==> src/hdl/bda_pkg.sv <==
// Shared types and constants for the difficulty adjustment block.
// Holds the transfer payload structs, the register file layout and the rule constants.
// No dependencies.
`default_nettype none

package bda_pkg;

  // Default datapath width of a difficulty value.
  localparam int unsigned DIFFICULTY_BITS_DEF = 64;

  // Register port layout: seven 64-bit registers at 8-byte spacing.
  localparam int unsigned CFG_DATA_W   = 64;
  localparam int unsigned CFG_ADDR_W   = 6;
  localparam int unsigned REG_ADDR_LSB = 3;

  typedef enum logic [2:0] {
    REG_HOMESTEAD      = 3'd0,
    REG_BYZANTIUM      = 3'd1,
    REG_CONSTANTINOPLE = 3'd2,
    REG_MUIR_GLACIER   = 3'd3,
    REG_LONDON         = 3'd4,
    REG_ARROW_GLACIER  = 3'd5,
    REG_MIN_DIFFICULTY = 3'd6
  } reg_idx_e;

  typedef struct packed {
    logic [63:0] homestead_fork_block;
    logic [63:0] byzantium_fork_block;
    logic [63:0] constantinople_fork_block;
    logic [63:0] muir_glacier_fork_block;
    logic [63:0] london_fork_block;
    logic [63:0] arrow_glacier_fork_block;
    logic [63:0] minimum_difficulty;
  } cfg_t;

  localparam cfg_t CFG_RESET = '{
    homestead_fork_block:      64'd1150000,
    byzantium_fork_block:      64'd4370000,
    constantinople_fork_block: 64'd7280000,
    muir_glacier_fork_block:   64'd9200000,
    london_fork_block:         64'd12965000,
    arrow_glacier_fork_block:  64'd13773000,
    minimum_difficulty:        64'd131072
  };

  typedef struct packed {
    logic [63:0] new_block_number;
    logic [63:0] new_block_time;
    logic [63:0] parent_block_difficulty;
    logic [63:0] parent_block_time;
    logic        parent_had_uncles;
  } in_t;

  typedef struct packed {
    logic [63:0] new_difficulty;
    logic        difficulty_saturated;
  } out_t;

  // Adjustment rule constants.
  localparam int unsigned STEP_SHIFT        = 11;
  localparam int unsigned HOM_BASE_MULT     = 99;
  localparam int unsigned HOM_TOP           = 100;
  localparam int unsigned BYZ_TOP_UNCLE     = 101;
  localparam int unsigned BYZ_DIV           = 9;
  localparam int unsigned HOM_DIV           = 10;
  localparam int unsigned FRONTIER_FAST_DT  = 13;
  localparam int unsigned KW                = 7;

  // Small quotients dt / 9 and dt / 10 for dt below 1024: (dt * RECIP) >> RECIP_SHIFT.
  localparam int unsigned DT_W              = 10;
  localparam int unsigned RECIP_W           = 10;
  localparam int unsigned RECIP_SHIFT       = 13;
  localparam logic [RECIP_W-1:0] RECIP_DIV9  = 10'd911;
  localparam logic [RECIP_W-1:0] RECIP_DIV10 = 10'd820;

  // Bomb term: period count n = adj / 100000 = (adj * BOMB_RECIP) >> BOMB_RECIP_SHIFT,
  // exact for adj below 2^23.
  localparam int unsigned ERA_LEN           = 100000;
  localparam int unsigned ADJ_W             = 23;
  localparam int unsigned BOMB_RECIP_W      = 24;
  localparam int unsigned BOMB_RECIP_SHIFT  = 40;
  localparam logic [BOMB_RECIP_W-1:0] BOMB_RECIP = 24'd10995117;
  localparam int unsigned N_W               = 7;
  localparam int unsigned BOMB_N_MIN        = 2;

  localparam int unsigned DELAY_BYZANTIUM   = 3000000;
  localparam int unsigned DELAY_CONST       = 5000000;
  localparam int unsigned DELAY_MUIR        = 9000000;
  localparam int unsigned DELAY_LONDON      = 9700000;
  localparam int unsigned DELAY_ARROW       = 10700000;

endpackage

`default_nettype wire

==> src/hdl/bda_pipe.sv <==
// Six-stage difficulty datapath with per-stage valid bits and stall control.
// Uses bda_pkg for payload types and rule constants.
`default_nettype none

module bda_pipe import bda_pkg::*; #(
  parameter int unsigned DifficultyBits = DIFFICULTY_BITS_DEF
) (
  input  wire logic clk_i,
  input  wire logic rst_ni,
  input  cfg_t      cfg_i,
  input  wire logic in_valid_i,
  output logic      in_ready_o,
  input  in_t       in_data_i,
  output logic      out_valid_o,
  input  wire logic out_ready_i,
  output out_t      out_data_o
);

  localparam int unsigned DB    = DifficultyBits;
  localparam int unsigned SW    = DB - STEP_SHIFT;
  localparam int unsigned AW    = SW + KW;
  localparam int unsigned SUMW  = DB + 1;
  localparam int unsigned ZPW   = DT_W + RECIP_W;
  localparam int unsigned NPW   = ADJ_W + BOMB_RECIP_W;
  localparam int unsigned NS    = 6;
  localparam logic [DB-1:0] DIFF_MAX  = {DB{1'b1}};
  localparam logic [63:0]   BOMB_SPAN = 64'((DB + BOMB_N_MIN) * ERA_LEN);

  typedef struct packed {
    logic [63:0]   num;
    logic [63:0]   dt;
    logic [DB-1:0] par;
    logic          unc;
    logic          hom;
    logic          byz;
    logic          con;
    logic          lon;
    logic          muir;
    logic          arrow;
  } sa_t;

  typedef struct packed {
    logic [DB-1:0]    par;
    logic [SW-1:0]    step;
    logic [DB-1:0]    base;
    logic             hom;
    logic             byz;
    logic             dt_small;
    logic             fast;
    logic [KW-1:0]    top;
    logic [DT_W-1:0]  dt10;
    logic             bomb_sat;
    logic [ADJ_W-1:0] adj;
  } sb_t;

  typedef struct packed {
    logic [SW-1:0]   step;
    logic [DB-1:0]   base;
    logic [SUMW-1:0] front;
    logic            hom;
    logic [KW-1:0]   k;
    logic            bomb_sat;
    logic [N_W-1:0]  n;
  } sc_t;

  typedef struct packed {
    logic [DB-1:0]   base;
    logic [AW-1:0]   add;
    logic [SUMW-1:0] front;
    logic            hom;
    logic [DB-1:0]   bomb;
    logic            bomb_sat;
  } sd_t;

  typedef struct packed {
    logic [SUMW-1:0] sum;
    logic            bomb_sat;
  } se_t;

  function automatic logic fork_reached(logic [63:0] fork_blk, logic [63:0] num);
    return (fork_blk != '1) && (num >= fork_blk);
  endfunction

  logic [NS-1:0] v_q, v_d, en;
  sa_t  sa_q, sa_d;
  sb_t  sb_q, sb_d;
  sc_t  sc_q, sc_d;
  sd_t  sd_q, sd_d;
  se_t  se_q, se_d;
  out_t so_q, so_d;

  // A stage may load when it is empty or its content moves on.
  always_comb begin
    en[NS-1] = !v_q[NS-1] || out_ready_i;
    for (int i = NS - 2; i >= 0; i--) begin
      en[i] = !v_q[i] || en[i+1];
    end
  end

  always_comb begin
    v_d[0] = en[0] ? in_valid_i : v_q[0];
    for (int i = 1; i < NS; i++) begin
      if (en[i]) begin
        v_d[i] = v_q[i-1];
      end else begin
        v_d[i] = v_q[i];
      end
    end
  end

  assign in_ready_o  = en[0];
  assign out_valid_o = v_q[NS-1];
  assign out_data_o  = so_q;

  // Stage A: fork decode, time difference, parent difficulty.
  always_comb begin
    sa_d.num   = in_data_i.new_block_number;
    sa_d.dt    = in_data_i.new_block_time - in_data_i.parent_block_time;
    sa_d.par   = in_data_i.parent_block_difficulty[DB-1:0];
    sa_d.unc   = in_data_i.parent_had_uncles;
    sa_d.lon   = fork_reached(cfg_i.london_fork_block, in_data_i.new_block_number);
    sa_d.con   = sa_d.lon ||
                 fork_reached(cfg_i.constantinople_fork_block, in_data_i.new_block_number);
    sa_d.byz   = sa_d.con ||
                 fork_reached(cfg_i.byzantium_fork_block, in_data_i.new_block_number);
    sa_d.hom   = sa_d.byz ||
                 fork_reached(cfg_i.homestead_fork_block, in_data_i.new_block_number);
    sa_d.muir  = fork_reached(cfg_i.muir_glacier_fork_block, in_data_i.new_block_number);
    sa_d.arrow = fork_reached(cfg_i.arrow_glacier_fork_block, in_data_i.new_block_number);
  end

  // Stage B: bomb delay, base term, time-difference classification.
  logic [63:0] delay_b, thr_b, diff_b;
  logic [AW-1:0] base_mul_b;
  logic [DT_W-1:0] limit_b;

  always_comb begin
    priority if (sa_q.arrow) begin
      delay_b = 64'(DELAY_ARROW);
      thr_b   = 64'(DELAY_ARROW) + BOMB_SPAN;
    end else if (sa_q.lon) begin
      delay_b = 64'(DELAY_LONDON);
      thr_b   = 64'(DELAY_LONDON) + BOMB_SPAN;
    end else if (sa_q.muir) begin
      delay_b = 64'(DELAY_MUIR);
      thr_b   = 64'(DELAY_MUIR) + BOMB_SPAN;
    end else if (sa_q.con) begin
      delay_b = 64'(DELAY_CONST);
      thr_b   = 64'(DELAY_CONST) + BOMB_SPAN;
    end else if (sa_q.byz) begin
      delay_b = 64'(DELAY_BYZANTIUM);
      thr_b   = 64'(DELAY_BYZANTIUM) + BOMB_SPAN;
    end else begin
      delay_b = '0;
      thr_b   = BOMB_SPAN;
    end

    diff_b       = sa_q.num - delay_b;
    sb_d.par     = sa_q.par;
    sb_d.step    = sa_q.par[DB-1:STEP_SHIFT];
    base_mul_b   = AW'(sb_d.step) * AW'(HOM_BASE_MULT);
    sb_d.base    = sa_q.par - DB'(base_mul_b);
    sb_d.hom     = sa_q.hom;
    sb_d.byz     = sa_q.byz;
    sb_d.top     = (sa_q.byz && sa_q.unc) ? KW'(BYZ_TOP_UNCLE) : KW'(HOM_TOP);

    // The quotient stays below the top value exactly when dt < divisor * top.
    if (sa_q.byz) begin
      limit_b = sa_q.unc ? DT_W'(BYZ_DIV * BYZ_TOP_UNCLE) : DT_W'(BYZ_DIV * HOM_TOP);
    end else begin
      limit_b = DT_W'(HOM_DIV * HOM_TOP);
    end
    sb_d.dt_small = sa_q.dt < 64'(limit_b);
    sb_d.dt10     = sa_q.dt[DT_W-1:0];
    sb_d.fast     = sa_q.dt < 64'(FRONTIER_FAST_DT);

    sb_d.bomb_sat = sa_q.num >= thr_b;
    sb_d.adj      = (sa_q.num > delay_b) ? diff_b[ADJ_W-1:0] : '0;
  end

  // Stage C: small quotient and step count, frontier value, bomb period count.
  logic [ZPW-1:0] zprod_c;
  logic [KW-1:0]  z_c;
  logic [NPW-1:0] nprod_c;

  always_comb begin
    zprod_c    = ZPW'(sb_q.dt10) * ZPW'(sb_q.byz ? RECIP_DIV9 : RECIP_DIV10);
    z_c        = zprod_c[RECIP_SHIFT +: KW];
    sc_d.k     = sb_q.dt_small ? (sb_q.top - z_c) : '0;
    sc_d.step  = sb_q.step;
    sc_d.base  = sb_q.base;
    sc_d.hom   = sb_q.hom;
    sc_d.front = sb_q.fast ? (SUMW'(sb_q.par) + SUMW'(sb_q.step))
                           : (SUMW'(sb_q.par) - SUMW'(sb_q.step));
    nprod_c       = NPW'(sb_q.adj) * NPW'(BOMB_RECIP);
    sc_d.n        = nprod_c[BOMB_RECIP_SHIFT +: N_W];
    sc_d.bomb_sat = sb_q.bomb_sat;
  end

  // Stage D: step multiple and bomb power of two.
  always_comb begin
    sd_d.base     = sc_q.base;
    sd_d.add      = AW'(sc_q.step) * AW'(sc_q.k);
    sd_d.front    = sc_q.front;
    sd_d.hom      = sc_q.hom;
    sd_d.bomb_sat = sc_q.bomb_sat;
    if (sc_q.n >= N_W'(BOMB_N_MIN)) begin
      sd_d.bomb = DB'(1) << (sc_q.n - N_W'(BOMB_N_MIN));
    end else begin
      sd_d.bomb = '0;
    end
  end

  // Stage E: full-width sum.
  always_comb begin
    se_d.sum      = (sd_q.hom ? (SUMW'(sd_q.base) + SUMW'(sd_q.add)) : sd_q.front)
                    + SUMW'(sd_q.bomb);
    se_d.bomb_sat = sd_q.bomb_sat;
  end

  // Stage F: saturate and clamp to the minimum.
  logic          sat_f;
  logic [DB-1:0] val_f, mind_f, res_f;

  always_comb begin
    sat_f  = se_q.bomb_sat || se_q.sum[DB];
    val_f  = sat_f ? DIFF_MAX : se_q.sum[DB-1:0];
    mind_f = cfg_i.minimum_difficulty[DB-1:0];
    res_f  = (val_f < mind_f) ? mind_f : val_f;
    so_d.new_difficulty       = 64'(res_f);
    so_d.difficulty_saturated = sat_f;
  end

  always_ff @(posedge clk_i or negedge rst_ni) begin
    if (!rst_ni) begin
      v_q <= '0;
    end else begin
      v_q <= v_d;
    end
  end

  always_ff @(posedge clk_i) begin
    if (en[0]) sa_q <= sa_d;
    if (en[1]) sb_q <= sb_d;
    if (en[2]) sc_q <= sc_d;
    if (en[3]) sd_q <= sd_d;
    if (en[4]) se_q <= se_d;
    if (en[5]) so_q <= so_d;
  end

  a_ready_only_when_full: assert property (@(posedge clk_i) disable iff (!rst_ni)
    !in_ready_o |-> (&v_q))
    else $error("input stalled while the pipeline has an empty stage");

  a_step_count_range: assert property (@(posedge clk_i) disable iff (!rst_ni)
    v_q[2] |-> (sc_q.k <= KW'(BYZ_TOP_UNCLE)))
    else $error("step multiple exceeds the largest top value");

  a_bomb_one_bit: assert property (@(posedge clk_i) disable iff (!rst_ni)
    v_q[3] |-> $onehot0(sd_q.bomb))
    else $error("bomb term has more than one bit set");

  a_saturated_value: assert property (@(posedge clk_i) disable iff (!rst_ni)
    (out_valid_o && out_data_o.difficulty_saturated) |->
      (out_data_o.new_difficulty == 64'(DIFF_MAX)))
    else $error("saturated result is not the maximum difficulty");

endmodule

`default_nettype wire
==> config.mk <==
export PLATFORM = sky130hd
export DESIGN_NAME = bda_pipe
export DESIGN_NICKNAME = d
export VERILOG_FILES = /design/src/hdl/bda_pkg.sv /design/src/hdl/bda_pipe.sv
export SDC_FILE = /design/constraint.sdc
export NUM_CORES = 2
export LEC_CHECK = 0
export ABC_AREA = 1
export ABC_CLOCK_PERIOD_IN_PS = 28200
export BUFFER_PORTS_ARGS = -buffer_cell sky130_fd_sc_hd__buf_4
export CAP_MARGIN = 25
export CORE_MARGIN = 5
export CORE_UTILIZATION = 35
export CTS_CLUSTER_SIZE = 20
export DETAILED_ROUTE_END_ITERATION = 16
export PLACE_DENSITY = 0.56
export REMOVE_ABC_BUFFERS = 1
export SLEW_MARGIN = 10
export SYNTH_ARGS = -nofsm -noshare
export SYNTH_HDL_FRONTEND = slang
export SYNTH_SLANG_ARGS = --single-unit
==> constraint.sdc <==
create_clock -name clk_i -period 28.2 [get_ports clk_i]
set_input_delay 4.23 -clock clk_i [delete_from_list [all_inputs] [get_ports clk_i]]
set_output_delay 4.23 -clock clk_i [all_outputs]
set_load 0.02 [all_outputs]
==> run summary <==
The mapped netlist covers 0.101 sq mm. The aggregate global routing overflow came out at 0. The global-route total usage across every layer is between 20% and 30%.

The full die area is between 0.2 and 0.3 sq mm. The initial DRC count came out at slightly below 7k. The time the final worst path needs with I/O delays and setup came out at 11.91 ns. The number of cells traversed by the worst register-to-register path is 20.

By area the synthesized netlist is led by edfxtp_1 28%, ha_1 16%, fa_1 13%, inv_1 9.2%, nand2_1 8.9%. Routability-driven placement finished with a final weighted congestion of 1.01. After layout, the worst path uses 42.2% of the clock period. The total CTS buffers is 112. The number of hold buffers added after cts is 0. In this run the biggest area consumer among cell types represents between 20% and 30% of the synthesized area. The floorplan step defined a core boundary enclosing approximately 0.29 sq mm. The count of nets left with antenna violations once routing finished came out at 0. The hold-critical path endpoint is sc_q[90].

The placed cell area is 0.111 sq mm. The max-capacitance violation count is 0. The fraction of registers with async set or reset after synthesis is less than 1%. From synthesis to final layout, the design area changed by 14.1%. The height of the die came out at about 550 um.

The worst hold path cell count came out at 0. The number of global-route vias before repair is between 80k and 90k. The fraction of final layout cells sized beyond drive strength 1 came out at 8.84%. The startpoint of the worst hold path is sb_q[54]. For this run, design rule violations remaining after detail routing come to 0. The count of different cell masters after synthesis is 61.

Among all flip-flop cells after synthesis, the most frequent one is edfxtp_1. The sequential area share after synthesis came out at 28.5%. Between clock sinks in the finished design, the worst skew comes to just under 0.06 ns. inv_1 is the most common cell in the netlist. The final design utilization is between 40% and 50%. Measured against its own limit, the worst slew margin works out to 17.4%.

Entering global routing, the biggest net connects 110 pins. Setup repair after global routing left no endpoint under its margin. The initial antenna violation count was between 60 and 70.

The total number of placement rows is between 150 and 200. The class of the worst hold path is flip-flop to flip-flop. The setup TNS is 0 ns. The clock insertion delay at the later pin of the skew report came out at about 0.8 ns.

The cell area after layout is around 0.12 sq mm. Once the floorplan was initialized, standard cells occupied a little over a third of the core. The arrival time reported for the critical path endpoint is 7.68 ns. The synthesized netlist cell count came out at 12.4k. The worst-case setup margin in the final layout came out at ~16 ns. The number of port buffers is roughly 780. The flop-to-flop setup slack is about 22 ns. By count the netlist is led by 2479 x inv_1, 2386 x nand2_1, 1309 x ha_1. Dividing the detail-routed via count by the number of cells gives around 5.1. The mean area per synthesized cell is ~8.2 sq um. The placed wire-length estimate is between 300000 and 400000 um. Of all cell types, the one taking the most synthesized area is edfxtp_1. The boundary pin count came out at approximately 780. The setup fix buffers added after clock tree synthesis is 0. The net count of the finished layout is 15.9k. The cell sitting at the root of the clock tree is a clkbuf_16.

The average detailed-routed wire length per instance came out at between 20 and 25 um. The horizontal die dimension came out at 547 um. The sort of element at the start of the critical path is an input port. The top achievable clock speed is 0.0839 GHz. The Yosys step of the flow raised 0 warnings. The clock slew at the register clock pins of the worst setup and hold paths came out at ~0.06 ns. The final count of hold timing violations came to 0. Clock tree synthesis found a total of approximately 960 sinks.

The setup path with the least slack is of type input port to primary output. Setup violations remaining at the end of the flow were counted as 0. The post-place setup slack came out at 16.27 ns.

The maximum buffer depth of the clock tree came out at 3. The launch instance of the worst register-to-register path is sb_q[8]. In this run the critical register-to-register path is captured at sc_q[2]. After detailed routing, the total wire length is between 300000 and 400000 um. Detailed routing inserted a total of 86.3k vias. Yosys mapped a number of flops with a built-in enable equal to 950.

The wire length of the first global-routing pass is 534000 um. The post-CTS resize count came out at 0. The element type at the critical path end is a primary output.

TritonCTS built the clock tree. The detailed-router iteration count before antenna repair came out at 10. The total of fill cells in the finished design is 29.8k. The total count of max-transition violations in the final report came out at 0. The pin slew with the least headroom to its limit came out at 1.23 ns. The required time of the critical path is approximately 24 ns. The highest fanout seen on the critical path is ~110. The H-tree generated during clock tree synthesis spans 3 levels. Counting flops and latches in the post-synthesis netlist gives roughly 960. The flow ran to the end, and the final reports show no timing, DRC or antenna violations.
[how the worst max path moves through the flow]
| stage | startpoint | to | slack, ns | cells past startpoint |
|---|---|---|---|---|
| 6_report | out_ready_i | in_ready_o | 16.29 | 12 |
| 5_1_grt | out_ready_i | in_ready_o | 16.07 | 12 |
| 4_1_cts | out_ready_i | in_ready_o | 16.27 | 12 |
| 3_5_place_dp | out_ready_i | in_ready_o | 16.27 | 12 |
| 3_3_place_gp | out_ready_i | in_ready_o | 16.24 | 12 |
| 2_1_floorplan | out_ready_i | in_ready_o | 3.12 | 10 |
[area by class of cell]
type,instances,area (sq um),area share [%]
Antenna cell,19,47.5,0.0413
Clock buffer,137,2940,2.55
Inverter,2497,9400,8.17
Multi-Input combinational cell,8805,62300,54.2
Timing Repair Buffer,806,6080,5.28
Sequential cell,956,28700,24.9
Tap cell,3781,4730,4.11
Clock inverter,69,876,0.761
[metal layers]
| layer | track usage (%) | vias up | share of wire, % | wire [um] |
|---|---|---|---|---|
| met5 | 0 | - | 0.043 | 154 |
| met4 | 7.01 | 26 | 3.4 | 12400 |
| met3 | 3.85 | 565 | 7.4 | 26600 |
| met2 | 37.4 | 2783 | 44 | 159000 |
| met1 | 33.1 | 40800 | 45 | 163000 |
| li1 | - | 42100 | - | - |
[stage by stage]
stage	std cells	hold WS, ns
2_1_floorplan	12300	0.400
3_3_place_gp	16800	0.400
3_5_place_dp	16800	0.405
4_1_cts	17000	0.399
5_1_grt	17100	0.413
6_report	17100	0.399
[flip-flops by register name, summed over array words and instances, names as in the netlist]
| register | count |
|---|---|
| out_data_o | 65 |
| sb_q | 167 |
| v_q | 6 |
| sd_q | 255 |
| sa_q | 199 |
| se_q | 66 |
| sc_q | 198 |
[critical path: stages]
cell and delay [ns]:
buf_4 0.11, nor2_1 0.13, inv_2 0.13, nor2_1 0.14, inv_2 0.05, nor2_1 0.27, inv_8 0.27, nor2_1 0.43
inv_8 0.27, nor2_1 0.58, nand2_4 0.44, buf_4 0.31
[cell families after synthesis]
family          share of synthesized area, %
simple gates                            19.8
buf+inv                                 9.76
fa+ha+maj                               29.5
compound gates                          9.61
flops                                   28.5
xor+xnor                                2.91
[cells in the final DEF (no fill, tap or decap), types with 29 or more instances in the layout]
cell and count:
a21o_1 61, a21oi_1 895, a31oi_1 66, buf_4 804, clkbuf_16 112, edfxtp_1 950
fa_1 666, ha_1 1309, inv_1 2473, nand2_1 2385, nand3_1 498, nand4_1 243
nor2_1 1229, nor3_1 110, nor4_1 95, o211ai_1 29, o21a_1 37, o21ai_0 484
o21ai_1 40, o21bai_1 73, or2_2 80, xnor2_1 104, xor2_1 229
Power is not shown: default switching activity piles up to over one toggle a cycle in this logic, so the estimate is an artifact.
