## src/hdl/bda_pkg.sv

```systemverilog
// Shared types and constants for the difficulty adjustment block.
// Holds the transfer payload structs, the register file layout and the rule constants.
// No dependencies.
`default_nettype none

package bda_pkg;

  // Default datapath width of a difficulty value.
  localparam int unsigned DIFFICULTY_BITS_DEF = 64;

  // Register port layout: seven 64-bit registers at 8-byte spacing.
  localparam int unsigned CFG_DATA_W   = 64;
  localparam int unsigned CFG_ADDR_W   = 6;
  localparam int unsigned REG_ADDR_LSB = 3;

  typedef enum logic [2:0] {
    REG_HOMESTEAD      = 3'd0,
    REG_BYZANTIUM      = 3'd1,
    REG_CONSTANTINOPLE = 3'd2,
    REG_MUIR_GLACIER   = 3'd3,
    REG_LONDON         = 3'd4,
    REG_ARROW_GLACIER  = 3'd5,
    REG_MIN_DIFFICULTY = 3'd6
  } reg_idx_e;

  typedef struct packed {
    logic [63:0] homestead_fork_block;
    logic [63:0] byzantium_fork_block;
    logic [63:0] constantinople_fork_block;
    logic [63:0] muir_glacier_fork_block;
    logic [63:0] london_fork_block;
    logic [63:0] arrow_glacier_fork_block;
    logic [63:0] minimum_difficulty;
  } cfg_t;

  localparam cfg_t CFG_RESET = '{
    homestead_fork_block:      64'd1150000,
    byzantium_fork_block:      64'd4370000,
    constantinople_fork_block: 64'd7280000,
    muir_glacier_fork_block:   64'd9200000,
    london_fork_block:         64'd12965000,
    arrow_glacier_fork_block:  64'd13773000,
    minimum_difficulty:        64'd131072
  };

  typedef struct packed {
    logic [63:0] new_block_number;
    logic [63:0] new_block_time;
    logic [63:0] parent_block_difficulty;
    logic [63:0] parent_block_time;
    logic        parent_had_uncles;
  } in_t;

  typedef struct packed {
    logic [63:0] new_difficulty;
    logic        difficulty_saturated;
  } out_t;

  // Adjustment rule constants.
  localparam int unsigned STEP_SHIFT        = 11;
  localparam int unsigned HOM_BASE_MULT     = 99;
  localparam int unsigned HOM_TOP           = 100;
  localparam int unsigned BYZ_TOP_UNCLE     = 101;
  localparam int unsigned BYZ_DIV           = 9;
  localparam int unsigned HOM_DIV           = 10;
  localparam int unsigned FRONTIER_FAST_DT  = 13;
  localparam int unsigned KW                = 7;

  // Small quotients dt / 9 and dt / 10 for dt below 1024: (dt * RECIP) >> RECIP_SHIFT.
  localparam int unsigned DT_W              = 10;
  localparam int unsigned RECIP_W           = 10;
  localparam int unsigned RECIP_SHIFT       = 13;
  localparam logic [RECIP_W-1:0] RECIP_DIV9  = 10'd911;
  localparam logic [RECIP_W-1:0] RECIP_DIV10 = 10'd820;

  // Bomb term: period count n = adj / 100000 = (adj * BOMB_RECIP) >> BOMB_RECIP_SHIFT,
  // exact for adj below 2^23.
  localparam int unsigned ERA_LEN           = 100000;
  localparam int unsigned ADJ_W             = 23;
  localparam int unsigned BOMB_RECIP_W      = 24;
  localparam int unsigned BOMB_RECIP_SHIFT  = 40;
  localparam logic [BOMB_RECIP_W-1:0] BOMB_RECIP = 24'd10995117;
  localparam int unsigned N_W               = 7;
  localparam int unsigned BOMB_N_MIN        = 2;

  localparam int unsigned DELAY_BYZANTIUM   = 3000000;
  localparam int unsigned DELAY_CONST       = 5000000;
  localparam int unsigned DELAY_MUIR        = 9000000;
  localparam int unsigned DELAY_LONDON      = 9700000;
  localparam int unsigned DELAY_ARROW       = 10700000;

endpackage

`default_nettype wire

```

## src/hdl/bda_regs.sv

```systemverilog
// Register file behind the APB-style configuration port.
// Holds the fork block numbers and the minimum difficulty; uses bda_pkg.
`default_nettype none

module bda_regs import bda_pkg::*; (
  input  wire logic                  clk_i,
  input  wire logic                  rst_ni,
  input  wire logic                  psel,
  input  wire logic                  penable,
  input  wire logic                  pwrite,
  input  wire logic [CFG_ADDR_W-1:0] paddr,
  input  wire logic [CFG_DATA_W-1:0] pwdata,
  output logic      [CFG_DATA_W-1:0] prdata,
  output logic                       pready,
  output cfg_t                       cfg_o
);

  cfg_t     cfg_q, cfg_d;
  reg_idx_e idx;
  logic     wr_en;

  assign idx    = reg_idx_e'(paddr[CFG_ADDR_W-1:REG_ADDR_LSB]);
  assign wr_en  = psel && penable && pwrite;
  assign pready = 1'b1;
  assign cfg_o  = cfg_q;

  always_comb begin
    cfg_d = cfg_q;
    if (wr_en) begin
      unique case (idx)
        REG_HOMESTEAD:      cfg_d.homestead_fork_block      = pwdata;
        REG_BYZANTIUM:      cfg_d.byzantium_fork_block      = pwdata;
        REG_CONSTANTINOPLE: cfg_d.constantinople_fork_block = pwdata;
        REG_MUIR_GLACIER:   cfg_d.muir_glacier_fork_block   = pwdata;
        REG_LONDON:         cfg_d.london_fork_block         = pwdata;
        REG_ARROW_GLACIER:  cfg_d.arrow_glacier_fork_block  = pwdata;
        REG_MIN_DIFFICULTY: cfg_d.minimum_difficulty        = pwdata;
        default: ;
      endcase
    end
  end

  always_comb begin
    unique case (idx)
      REG_HOMESTEAD:      prdata = cfg_q.homestead_fork_block;
      REG_BYZANTIUM:      prdata = cfg_q.byzantium_fork_block;
      REG_CONSTANTINOPLE: prdata = cfg_q.constantinople_fork_block;
      REG_MUIR_GLACIER:   prdata = cfg_q.muir_glacier_fork_block;
      REG_LONDON:         prdata = cfg_q.london_fork_block;
      REG_ARROW_GLACIER:  prdata = cfg_q.arrow_glacier_fork_block;
      REG_MIN_DIFFICULTY: prdata = cfg_q.minimum_difficulty;
      default:            prdata = '0;
    endcase
  end

  always_ff @(posedge clk_i or negedge rst_ni) begin
    if (!rst_ni) begin
      cfg_q <= CFG_RESET;
    end else begin
      cfg_q <= cfg_d;
    end
  end

endmodule

`default_nettype wire

```

## config.mk

```make
export PLATFORM = sky130hd
export DESIGN_NAME = bda_regs
export DESIGN_NICKNAME = d
export VERILOG_FILES = /design/src/hdl/bda_pkg.sv /design/src/hdl/bda_regs.sv
export SDC_FILE = /design/constraint.sdc
export NUM_CORES = 1
export LEC_CHECK = 0
export BUFFER_PORTS_ARGS = -buffer_cell sky130_fd_sc_hd__buf_2
export CAP_MARGIN = 15
export CORE_AREA = 4 4 226 228
export CTS_BUF_LIST = sky130_fd_sc_hd__clkbuf_16
export CTS_CLUSTER_SIZE = 28
export DETAILED_ROUTE_END_ITERATION = 8
export DIE_AREA = 0 0 230 232
export PLACE_DENSITY = 0.68
export SYNTH_ARGS = -nofsm -noshare
export SYNTH_HDL_FRONTEND = slang
export SYNTH_SLANG_ARGS = --single-unit
```

## constraint.sdc

```tcl
create_clock -name clk_i -period 4.3 [get_ports clk_i]
set_input_delay 0.86 -clock clk_i [delete_from_list [all_inputs] [get_ports clk_i]]
set_output_delay 0.86 -clock clk_i [all_outputs]
set_load 0.05 [all_outputs]
```

==> load_flow_metrics.sql, run 1 <==
INSERT INTO impl_metrics (metric_group, metric, value, unit) VALUES
('clock_network', 'htreeDepth', '2', ''),
('global_route', 'vias_in_the_first_global_route', '16091', ''),
('sta', 'fin_hold_ws', '297', 'ps'),
('worst_setup_path', 'r2r-start', 'cfg_o[340]', ''),
('global_route', 'global_route.usage.total', '24.2', '%'),
('worst_setup_path', 'reg2reg_depth', '1', ''),
('sta', 'slew-limit-headroom', '41.0', '%'),
('sta', 'postLayoutSetupSlackWorst', '759', 'ps'),
('sta', 'setup_viol', '0', ''),
('sta', 'worst_clock_skew', '0', 'ps'),
('drt', 'drt_drc_violations_left', '0', ''),
('yosys', 'syn-mean-instance-area', '14.0', 'µm²'),
('drt', 'first_iter_violations', '848', ''),
('worst_setup_path', 'crit_path_start_kind', 'input pin', ''),
('worst_setup_path', 'rr_endpoint', 'cfg_o[340]', ''),
('drt', 'wire_per_inst', '24.1', 'µm'),
('drt', 'totalWireLength', '66700', 'µm'),
('yosys', 'count_of_state_elements_after_synthesis', '448', ''),
('floorplan', 'core_area', '0.0488', 'mm²'),
('worst_setup_path', 'rrSetupSlack', '3430', 'ps'),
('yosys', 'synth.lib_cells_used.distinct', '31', ''),
('yosys', 'top_post_synthesis_cells_by_count', '395 x sky130_fd_sc_hd__dfrtp_1, 363 x sky130_fd_sc_hd__mux2_2, 126 x sky130_fd_sc_hd__mux2i_1', ''),
('floorplan', 'ios', '588', ''),
('worst_hold_path', 'hold_path_class', 'in2async', ''),
('layout', 'num-fill-cells', '4269', ''),
('floorplan', 'chipHeight', '232', 'µm'),
('clock_network', 'cts-root-buf', 'sky130_fd_sc_hd__clkbuf_16', ''),
('place', 'number_of_buffers_inserted_by_port_buffering', '583', ''),
('place', 'finalWeightedCongestion', '0.850', ''),
('status', 'outcome', 'finished, final reports clean', ''),
('drt', 'number_of_vias_in_the_routed_layout', '15355', ''),
('clock_network', 'postCtsHoldBufs', '0', ''),
('yosys', 'synth_top_area_share', '46.6', '%'),
('layout', 'area_grow_syn2layout', '25.1', '%'),
('global_route', 'grt_pass1_wl', '101000', 'µm'),
('worst_setup_path', 'timing.critical_path.fanout_max', '71', ''),
('worst_setup_path', 'cp-startpoint', 'paddr[4]', ''),
('yosys', 'post-synth-top-area-cell', 'sky130_fd_sc_hd__dfrtp_1', ''),
('power', 'fin_total_pwr', '16100', 'µW'),
('worst_setup_path', 'required_time_of_the_critical_path', '3440', 'ps'),
('sta', 'setup_total_negative_slack', '0', 'ps'),
('worst_setup_path', 'crit_end', 'prdata[29]', ''),
('floorplan', 'floorplan.initialDensity', '43.4', '%'),
('yosys', 'yosys_warnings', '0', ''),
('power', 'max-vdd-ir-drop', '0.000433', 'V'),
('sta', 'finalWorstPathRequiredPeriod', '3540', 'ps'),
('clock_network', 'clk_path_buf_depth', '3', ''),
('drt', 'ant_nets', '0', ''),
('yosys', 'most_frequent_cell_after_synthesis', 'sky130_fd_sc_hd__dfrtp_1', ''),
('clock_network', 'cts.clk_slew.worst_paths', '60', 'ps'),
('global_route', 'grt.overflow.total', '0', ''),
('sta', 'rsz0062_at_grt', 'no', ''),
('worst_setup_path', 'worst_setup_path_end_kind', 'output pin', ''),
('global_route', 'grt_start_max_net_pins', '103', ''),
('yosys', 'synth_cells', '1515', ''),
('layout', 'fin_nets', '2144', ''),
('clock_network', 'cts_tree', 'done', ''),
('yosys', 'count_of_flip_flops_with_a_built_in_enable_after_synthesis', '0', ''),
('yosys', 'postSynthNetCount', '1590', ''),
('yosys', 'post_synth_instance_area', '0.0212', 'mm²'),
('clock_network', 'numClockSinks', '448', ''),
('drt', 'drt-vias-per-instance', '5.54', ''),
('clock_network', 'number_of_buffers_inserted_to_repair_setup_after_cts', '0', ''),
('sta', 'final_max_slew_viol_count', '0', ''),
('floorplan', 'die_w', '230', 'µm'),
('clock_network', 'cts_inserted_buffers', '49', ''),
('layout', 'largest_register_ff_count', '448', ''),
('power', 'p_leak', '0.0132', 'µW'),
('flow_run', 'timing.max_cap.violations', '0', ''),
('layout', 'post_route_cells_drive_above_1_share', '55.8', '%'),
('yosys', 'synth_seq_area_share', '53.2', '%');
## how the worst min path moves through the flow
stage	cells past startpoint	end	from
final	1	cfg_o[126]	rst_ni
after CTS	1	cfg_o[126]	rst_ni
after global placement	1	cfg_o[353]	cfg_o[353]
after global routing	1	cfg_o[190]	rst_ni
after detailed placement	1	cfg_o[348]	cfg_o[348]
after floorplan	0	cfg_o[0]	rst_ni
## cell type report
| cell class | instances | area (µm²) | area share [%] |
|---|---|---|---|
| sequential | 448 | 11300 | 42.5 |
| multi-input combinational | 942 | 9380 | 35.4 |
| timing repair buffer | 627 | 3520 | 13.3 |
| clock buffer | 49 | 1230 | 4.62 |
| tap | 664 | 831 | 3.13 |
| clock inverter | 39 | 273 | 1.03 |
| antenna | 2 | 5.00 | 0.0189 |
| inverter | 1 | 3.75 | 0.0142 |
## logic make-up (layout without fill, tap and decap cells)
logic type             after synthesis  count (layout)  synth area share, %
AOI/OAI and AO/OA                  160             160                 5.85
buffers and inverters              125             716                 2.79
DFF                                448             448                 53.2
muxes                              608             608                 32.6
other                                1               3               0.0177
and+or+nand+nor                    173             173                 5.54
## report_power, final
part           switching [µW]  leakage, µW  internal [µW]
combinational            4680      0.00679           1660
clock                    1690     0.000786           2300
sequential                670      0.00560           5120
total                    7040       0.0132           9080
## layout by cell type (no fill, tap or decap), drive strengths merged
| master | Yosys | final |
|---|---|---|
| a21oi | 1 | 1 |
| buf | 72 | 626 |
| bufinv | 0 | 4 |
| clkbuf | 52 | 50 |
| clkinv | 0 | 19 |
| clkinvlp | 0 | 1 |
| conb | 1 | 1 |
| dfrtp | 395 | 395 |
| dfstp | 53 | 53 |
| diode | 0 | 2 |
| inv | 1 | 16 |
| mux2 | 482 | 482 |
| mux2i | 126 | 126 |
| nand2 | 35 | 35 |
| nand2b | 2 | 2 |
| nand3 | 32 | 32 |
| nand3b | 31 | 31 |
| nand4 | 1 | 1 |
| nand4b | 63 | 63 |
| nor2 | 5 | 5 |
| nor2b | 1 | 1 |
| nor3b | 1 | 1 |
| o211a | 31 | 31 |
| o211ai | 1 | 1 |
| o21a | 63 | 63 |
| o21ai | 31 | 31 |
| o221ai | 32 | 32 |
| o32a | 1 | 1 |
| or3 | 2 | 2 |
## routing by layer
| layer | GRT usage [%] | vias up | share of wire, % |
|---|---|---|---|
| met1 | 30.1 | 8013 | 40 |
| li1 | - | 6732 | - |
| met3 | 6.17 | 117 | 7.0 |
| met4 | 7.01 | 2 | 2.7 |
| met5 | 0 | - | 0.019 |
| met2 | 41.8 | 491 | 50 |
## stage by stage
stage	cells	util [%]	instance area (µm²)
floorplan	1515	-	21200
detailed placement	2682	51.2	25000
global route	2772	54.3	26500
global placement	2682	51.2	25000
CTS	2770	54.3	26500
finish	2772	54.3	26500
## critical path, stage by stage
cell and delay [ps]:
sky130_fd_sc_hd__clkbuf_8 470, sky130_fd_sc_hd__buf_4 440, sky130_fd_sc_hd__mux2_2 390, sky130_fd_sc_hd__nand2_1 80, sky130_fd_sc_hd__o221ai_1 130, sky130_fd_sc_hd__buf_2 240
Note: power is estimated with default switching activity, not from simulation.
==> inputs of run 2 (changes only) <==
--- a/config.mk
+++ b/config.mk
@@ -7,12 +7,12 @@
 export LEC_CHECK = 0
 export BUFFER_PORTS_ARGS = -buffer_cell sky130_fd_sc_hd__buf_2
 export CAP_MARGIN = 15
-export CORE_AREA = 4 4 226 228
+export CORE_AREA = 4 4 224 226
 export CTS_BUF_LIST = sky130_fd_sc_hd__clkbuf_16
 export CTS_CLUSTER_SIZE = 28
 export DETAILED_ROUTE_END_ITERATION = 8
-export DIE_AREA = 0 0 230 232
-export PLACE_DENSITY = 0.68
+export DIE_AREA = 0 0 228 230
+export PLACE_DENSITY = 0.69
 export SYNTH_ARGS = -nofsm -noshare
 export SYNTH_HDL_FRONTEND = slang
 export SYNTH_SLANG_ARGS = --single-unit
==> constraint.sdc (replaced) <==
create_clock -name clk_i -period 3.4 [get_ports clk_i]
set_input_delay 0.68 -clock clk_i [delete_from_list [all_inputs] [get_ports clk_i]]
set_output_delay 0.68 -clock clk_i [all_outputs]
set_load 0.05 [all_outputs]
==> run 2 against run 1 <==
  * Global-route usage rose by 0.76 points
  * Register-to-register slack worse by 870 ps
  * Via count grew 0.73%
  * Largest power group unchanged
  * Sequential share of layout area shrank 0.32 points
  * Critical endpoint is now prdata[5]
  * Count of clock-buffer cells in the layout grew 2
  * Die area fell by 1.7%
  * Final cell count down 0.94%
  * Total power rose by 28%
  * Critical path depth unchanged
  * Highest routed layer unchanged
  * Core utilization is 0.99 points higher
==> load_flow_metrics.sql, run 2 (synthesis gave the netlist of run 1 again) <==
INSERT INTO impl_metrics (metric_group, metric, value, unit) VALUES
('drt', 'number_of_vias_in_the_routed_layout', '15467', ''),
('floorplan', 'core_area', '0.0483', 'mm²'),
('global_route', 'global_route.usage.total', '24.9', '%'),
('clock_network', 'postCtsHoldBufs', '0', ''),
('floorplan', 'std_cell_rows', '81', ''),
('flow_run', 'timing.max_cap.violations', '0', ''),
('sta', 'final-hold-violation-count', '0', ''),
('floorplan', 'die_w', '228', 'µm'),
('floorplan', 'floorplan.initialDensity', '43.9', '%'),
('clock_network', 'cts-root-buf', 'sky130_fd_sc_hd__clkbuf_16', ''),
('drt', 'drt_drc_violations_left', '0', ''),
('sta', 'worst_slew_pin_slew', '887', 'ps'),
('sta', 'final_max_slew_viol_count', '0', ''),
('place', 'number_of_buffers_inserted_by_port_buffering', '583', ''),
('power', 'cellPowerDensity', '773', 'mW/mm²'),
('sta', 'postLayoutSetupSlackWorst', '362', 'ps'),
('layout', 'largest_register_ff_count', '448', ''),
('clock_network', 'cts_tree', 'done', ''),
('global_route', 'met3_usage', '6.11', '%'),
('sta', 'slew-limit-headroom', '40.9', '%'),
('global_route', 'grt_pass1_wl', '103000', 'µm'),
('worst_setup_path', 'timing.critical_path.fanout_max', '63', ''),
('floorplan', 'ios', '588', ''),
('worst_setup_path', 'required_time_of_the_critical_path', '2720', 'ps'),
('global_route', 'grt.overflow.total', '0', ''),
('sta', 'setup_total_negative_slack', '0', 'ps'),
('floorplan', 'die-area', '0.0524', 'mm²'),
('layout', 'final_common_cell', 'sky130_fd_sc_hd__buf_2', ''),
('sta', 'rsz0062_at_grt', 'no', ''),
('global_route', 'vias_in_the_first_global_route', '16194', ''),
('clock_network', 'clk_path_buf_depth', '3', ''),
('global_route', 'grt_antenna_before_repair', '3', ''),
('drt', 'drt-pass1-iter-count', '7', ''),
('clock_network', 'number_of_buffers_inserted_to_repair_setup_after_cts', '0', ''),
('worst_hold_path', 'hold_path_class', 'in2async', ''),
('global_route', 'gr-max-usage-layer', 'met2', ''),
('status', 'outcome', 'finished, final reports clean', ''),
('clock_network', 'cts.clk_slew.worst_paths', '60', 'ps'),
('drt', 'totalWireLength', '67700', 'µm'),
('power', 'max-vdd-ir-drop', '0.000459', 'V'),
('clock_network', 'source_to_sink_clock_delay_at_the_later_pin_of_the_worst_skew_pair', '580', 'ps'),
('worst_setup_path', 'worst-setup-path-type', 'in2out', ''),
('floorplan', 'chipHeight', '230', 'µm'),
('layout', 'mostFrequentLayoutCells', '579 x sky130_fd_sc_hd__buf_2, 395 x sky130_fd_sc_hd__dfrtp_1, 363 x sky130_fd_sc_hd__mux2_2, 126 x sky130_fd_sc_hd__mux2i_1, 63 x sky130_fd_sc_hd__o21a_1', ''),
('layout', 'post_route_cells_drive_above_1_share', '55.9', '%'),
('drt', 'ant_nets', '0', ''),
('global_route', 'grtUsageMet2', '43.0', '%'),
('worst_setup_path', 'worst_setup_path_end_kind', 'output pin', ''),
('layout', 'area_grow_syn2layout', '26.0', '%'),
('sta', 'finalWorstPathRequiredPeriod', '3040', 'ps'),
('sta', 'clock.fmax', '329', 'MHz'),
('power', 'p_leak', '0.0133', 'µW'),
('worst_setup_path', 'crit_path_start_kind', 'input pin', ''),
('clock_network', 'numClockSinks', '448', ''),
('sta', 'final.period_utilization', '89.3', '%'),
('drt', 'wire_per_inst', '24.7', 'µm'),
('place', 'final_hpwl_dp', '44700', 'µm'),
('place', 'finalWeightedCongestion', '0.859', ''),
('global_route', 'gr-usage-met1', '31.7', '%'),
('sta', 'setup_viol', '0', ''),
('drt', 'first_iter_violations', '975', ''),
('sta', 'worst_clock_skew', '0', 'ps'),
('drt', 'drt-vias-per-instance', '5.63', ''),
('clock_network', 'htreeDepth', '2', ''),
('global_route', 'grt_start_max_net_pins', '97', ''),
('worst_setup_path', 'arrival', '2360', 'ps'),
('place', 'dp_worst_setup_slack', '364', 'ps'),
('clock_network', 'cts_inserted_buffers', '49', ''),
('clock_network', 'cts-resized-gates', '0', ''),
('layout', 'fin_nets', '2156', '');
==> run 2: changes by cell type in the layout (fill, tap and decap cells not counted), moves of 2 or more <==
cell,change
sky130_fd_sc_hd__buf_12,+7
sky130_fd_sc_hd__buf_4,+5
sky130_fd_sc_hd__clkbuf_16,+2
sky130_fd_sc_hd__clkinv_1,+3
sky130_fd_sc_hd__clkinv_2,-3
sky130_fd_sc_hd__inv_1,+2
==> run 2: report_power, final <==
part	switching, µW	leakage [µW]	internal [µW]	total (µW)
combinational	5920	0.00687	2110	8040
sequential	880	0.00560	6480	7360
clock	2170	0.000829	3070	5250
total	8980	0.0133	11700	20600
==> run 2: per-layer routing <==
metal,part of all wire [%],routed length [µm]
met1,41,27800
met5,0.022,15
met3,6.3,4280
met4,2.1,1460
met2,50,34200
==> run 2: final timing paths <==
kind | startpoint | to | slack, ps | cells after the start
max | paddr[3] | prdata[5] | 360 | 6
min | rst_ni | cfg_o[190] | 110 | 1
max reg2reg | cfg_o[372] | cfg_o[372] | 2560 | 1
min reg2reg | cfg_o[373] | cfg_o[373] | 510 | 1
max in group asynchronous | rst_ni | cfg_o[395] | 2280 | 2
min in group clk_i | pwdata[48] | cfg_o[368] | 400 | 2
==> run 2: worst max-delay path, stage by stage <==
cell                      delay (ps)
sky130_fd_sc_hd__buf_8           410
sky130_fd_sc_hd__buf_4           400
sky130_fd_sc_hd__mux2i_1         130
sky130_fd_sc_hd__o21a_1          170
sky130_fd_sc_hd__o21ai_0         220
sky130_fd_sc_hd__buf_2           320
==> run 2: cell type report <==
cell class              count  area (µm²)
fillers                  4079       21600
multi-input cells         942        9380
well taps                 622         778
repair buffers            639        3690
inverters                   1        3.75
clock buffers              51        1280
diodes                      2        5.00
flip-flops and latches    448       11300
clock inverters            41         299
==> run 2: stage by stage <==
step                instance area [µm²]  utilization, %  hold slack [ps]  power [µW]  std cells
floorplan                         21200               -              384       13200       1515
global placement                  25100            52.0              491       15300       2652
detailed placement                25100            52.0              499       15500       2652
CTS                               26700            55.3              169       20800       2744
global route                      26700            55.3              175       21400       2746
finish                            26700            55.3              108       20600       2746
==> inputs of run 3 (changes only) <==
--- a/config.mk
+++ b/config.mk
@@ -13,6 +13,7 @@
 export DETAILED_ROUTE_END_ITERATION = 8
 export DIE_AREA = 0 0 228 230
 export PLACE_DENSITY = 0.69
+export RECOVER_POWER = 50
 export SYNTH_ARGS = -nofsm -noshare
 export SYNTH_HDL_FRONTEND = slang
 export SYNTH_SLANG_ARGS = --single-unit
==> run 3 against run 2 <==
  * The run now ends with capacitance limit, slew limit left
  * Final cell count stayed put
  * Routed wire length about the same
  * Sequential cell count unchanged
  * Core utilization down 0.62 points
  * Critical path type unchanged
  * Critical endpoint unchanged
  * Largest cell class unchanged
  * Highest routed layer unchanged
==> load_flow_metrics.sql, run 3 (synthesis gave the netlist of run 1 again) <==
INSERT INTO impl_metrics (metric_group, metric, value, unit) VALUES
('power', 'sequentialPowerShare', '35.8', '%'),
('place', 'final_hpwl_dp', '44700', 'µm'),
('sta', 'rsz0062_at_grt', 'no', ''),
('layout', 'final_common_cell', 'sky130_fd_sc_hd__buf_2', ''),
('clock_network', 'cts.clk_slew.worst_paths', '60', 'ps'),
('layout', 'mostFrequentLayoutCells', '503 x sky130_fd_sc_hd__buf_2, 395 x sky130_fd_sc_hd__dfrtp_1, 363 x sky130_fd_sc_hd__mux2_2, 126 x sky130_fd_sc_hd__mux2i_1, 80 x sky130_fd_sc_hd__clkbuf_1', ''),
('power', 'sw_frac_of_total', '43.6', '%'),
('drt', 'wire_per_inst', '24.7', 'µm'),
('status', 'outcome', 'finished with violations', ''),
('worst_setup_path', 'worst_setup_path_end_kind', 'output pin', ''),
('clock_network', 'cts-root-buf', 'sky130_fd_sc_hd__clkbuf_16', ''),
('drt', 'totalWireLength', '67800', 'µm'),
('worst_hold_path', 'hold_path_class', 'in2reg', ''),
('power', 'power.switching', '8970', 'µW'),
('worst_setup_path', 'r2r-start', 'cfg_o[447]', ''),
('layout', 'num-fill-cells', '4146', ''),
('worst_setup_path', 'required_time_of_the_critical_path', '2720', 'ps'),
('drt', 'number_of_vias_in_the_routed_layout', '15517', ''),
('place', 'number_of_buffers_inserted_by_port_buffering', '583', ''),
('power', 'internal_power', '11600', 'µW'),
('worst_hold_path', 'hold_path.startpoint', 'pwdata[48]', ''),
('clock_network', 'cts-resized-gates', '0', ''),
('power', 'clock_power_share', '25.5', '%'),
('clock_network', 'number_of_buffers_inserted_to_repair_setup_after_cts', '0', ''),
('worst_setup_path', 'worst-setup-path-type', 'in2out', ''),
('drt', 'ant_nets', '0', ''),
('clock_network', 'htreeDepth', '2', ''),
('layout', 'post_route_cells_drive_above_1_share', '51.6', '%'),
('power', 'p_leak', '0.0129', 'µW'),
('sta', 'final_max_slew_viol_count', '92', ''),
('clock_network', 'cts_tree', 'done', ''),
('sta', 'setup_viol', '0', ''),
('floorplan', 'die-area', '0.0524', 'mm²'),
('place', 'dp_worst_setup_slack', '364', 'ps'),
('worst_setup_path', 'crit_path_start_kind', 'input pin', ''),
('sta', 'worst_clock_skew', '0', 'ps'),
('worst_setup_path', 'reg2reg_depth', '1', ''),
('floorplan', 'die_w', '228', 'µm'),
('clock_network', 'source_to_sink_clock_delay_at_the_later_pin_of_the_worst_skew_pair', '580', 'ps'),
('layout', 'combined_area_of_the_multi_input_logic_cells', '0.00931', 'mm²'),
('sta', 'clock.fmax', '328', 'MHz'),
('global_route', 'grt_start_max_net_pins', '97', ''),
('layout', 'seq_area', '0.0113', 'mm²'),
('clock_network', 'cts_inserted_buffers', '49', ''),
('clock_network', 'clk_path_buf_depth', '3', ''),
('global_route', 'global_route.usage.total', '24.9', '%'),
('drt', 'drt-pass1-iter-count', '5', ''),
('global_route', 'grt_antenna_before_repair', '3', ''),
('power', 'comb_pwr_share', '38.7', '%'),
('clock_network', 'postCtsHoldBufs', '0', ''),
('global_route', 'grt.overflow.total', '0', ''),
('floorplan', 'std_cell_rows', '81', ''),
('drt', 'drt-vias-per-instance', '5.65', ''),
('drt', 'drt_drc_violations_left', '0', ''),
('sta', 'final.period_utilization', '89.6', '%'),
('power', 'max-vdd-ir-drop', '0.000459', 'V'),
('layout', 'area_grow_syn2layout', '24.6', '%'),
('sta', 'finalWorstPathRequiredPeriod', '3050', 'ps'),
('worst_setup_path', 'rrSetupSlack', '2540', 'ps'),
('worst_hold_path', 'worst_hold_path.num_cells', '2', ''),
('clock_network', 'numClockSinks', '448', ''),
('sta', 'setup_total_negative_slack', '0', 'ps'),
('status', 'failed_checks', 'capacitance limit, slew limit', ''),
('floorplan', 'floorplan.initialDensity', '43.9', '%'),
('worst_hold_path', 'worstHoldEndpoint', 'cfg_o[368]', ''),
('sta', 'final-hold-violation-count', '0', ''),
('layout', 'fin_nets', '2156', ''),
('power', 'cellPowerDensity', '779', 'mW/mm²'),
('drt', 'first_iter_violations', '908', ''),
('worst_setup_path', 'arrival', '2370', 'ps'),
('sta', 'postLayoutSetupSlackWorst', '355', 'ps'),
('sta', 'worst_slew_pin_slew', '2840', 'ps'),
('worst_setup_path', 'rr_endpoint', 'cfg_o[447]', ''),
('place', 'finalWeightedCongestion', '0.859', ''),
('global_route', 'grt_pass1_wl', '103000', 'µm'),
('layout', 'largest_register_ff_count', '448', ''),
('floorplan', 'core_area', '0.0483', 'mm²'),
('flow_run', 'timing.max_cap.violations', '1', ''),
('floorplan', 'chipHeight', '230', 'µm'),
('floorplan', 'ios', '588', ''),
('worst_setup_path', 'timing.critical_path.fanout_max', '63', ''),
('global_route', 'vias_in_the_first_global_route', '16194', ''),
('sta', 'slew-limit-headroom', '-89.6', '%');
[run 3: worst max path at each step]
stage / start / endpoint / slack (ps) / cells after the start
after global routing: rst_ni / cfg_o[20] / 190 / 2
after global placement: paddr[3] / prdata[3] / 390 / 6
final: paddr[3] / prdata[5] / 350 / 6
after detailed placement: paddr[3] / prdata[5] / 360 / 6
after floorplan: paddr[4] / prdata[10] / 60 / 6
after CTS: paddr[3] / prdata[5] / 350 / 6
[run 3: final cells by class]
type,count,area share [%]
diodes,2,0.0189
clock buffers,51,4.83
clock inverters,41,1.13
inverters,1,0.0142
multi-input cells,942,35.2
flip-flops and latches,448,42.7
well taps,622,2.95
repair buffers,639,13.1
[run 3: through the flow]
stage | utilization [%] | total power (µW) | instances | area (µm²) | hold WS [ps]
after CTS | 55.3 | 20800 | 2744 | 26700 | 169
after global routing | 54.6 | 21300 | 2746 | 26400 | 374
after floorplan | - | 13200 | 1515 | 21200 | 384
final | 54.6 | 20600 | 2746 | 26400 | 400
after global placement | 52.0 | 15300 | 2652 | 25100 | 491
after detailed placement | 52.0 | 15500 | 2652 | 25100 | 499
[run 3: power groups by stage]
| stage | Sequential [µW] | Clock (µW) | Combinational (µW) |
|---|---|---|---|
| finish | 7360 | 5250 | 7960 |
| global route | 7500 | 5590 | 8270 |
| CTS | 7340 | 5360 | 8080 |
| detailed placement | 7420 | 0 | 8060 |
| global placement | 7360 | 0 | 7990 |
| floorplan | 11000 | 0 | 2230 |
[run 3: routing by layer]
metal / vias up / track usage (%) / routed length, µm / part of all wire, %
li1: 6760 / - / - / -
met1: 8124 / 31.7 / 27700 / 41
met2: 537 / 43.0 / 34200 / 50
met3: 94 / 6.11 / 4420 / 6.5
met4: 2 / 6.35 / 1400 / 2.1
met5: - / 0 / 15 / 0.022
[run 3: critical path, stage by stage]
cell and delay (ps):
sky130_fd_sc_hd__buf_8 420, sky130_fd_sc_hd__buf_4 400, sky130_fd_sc_hd__mux2i_1 130, sky130_fd_sc_hd__o21a_1 170, sky130_fd_sc_hd__o21ai_0 210, sky130_fd_sc_hd__buf_2 320
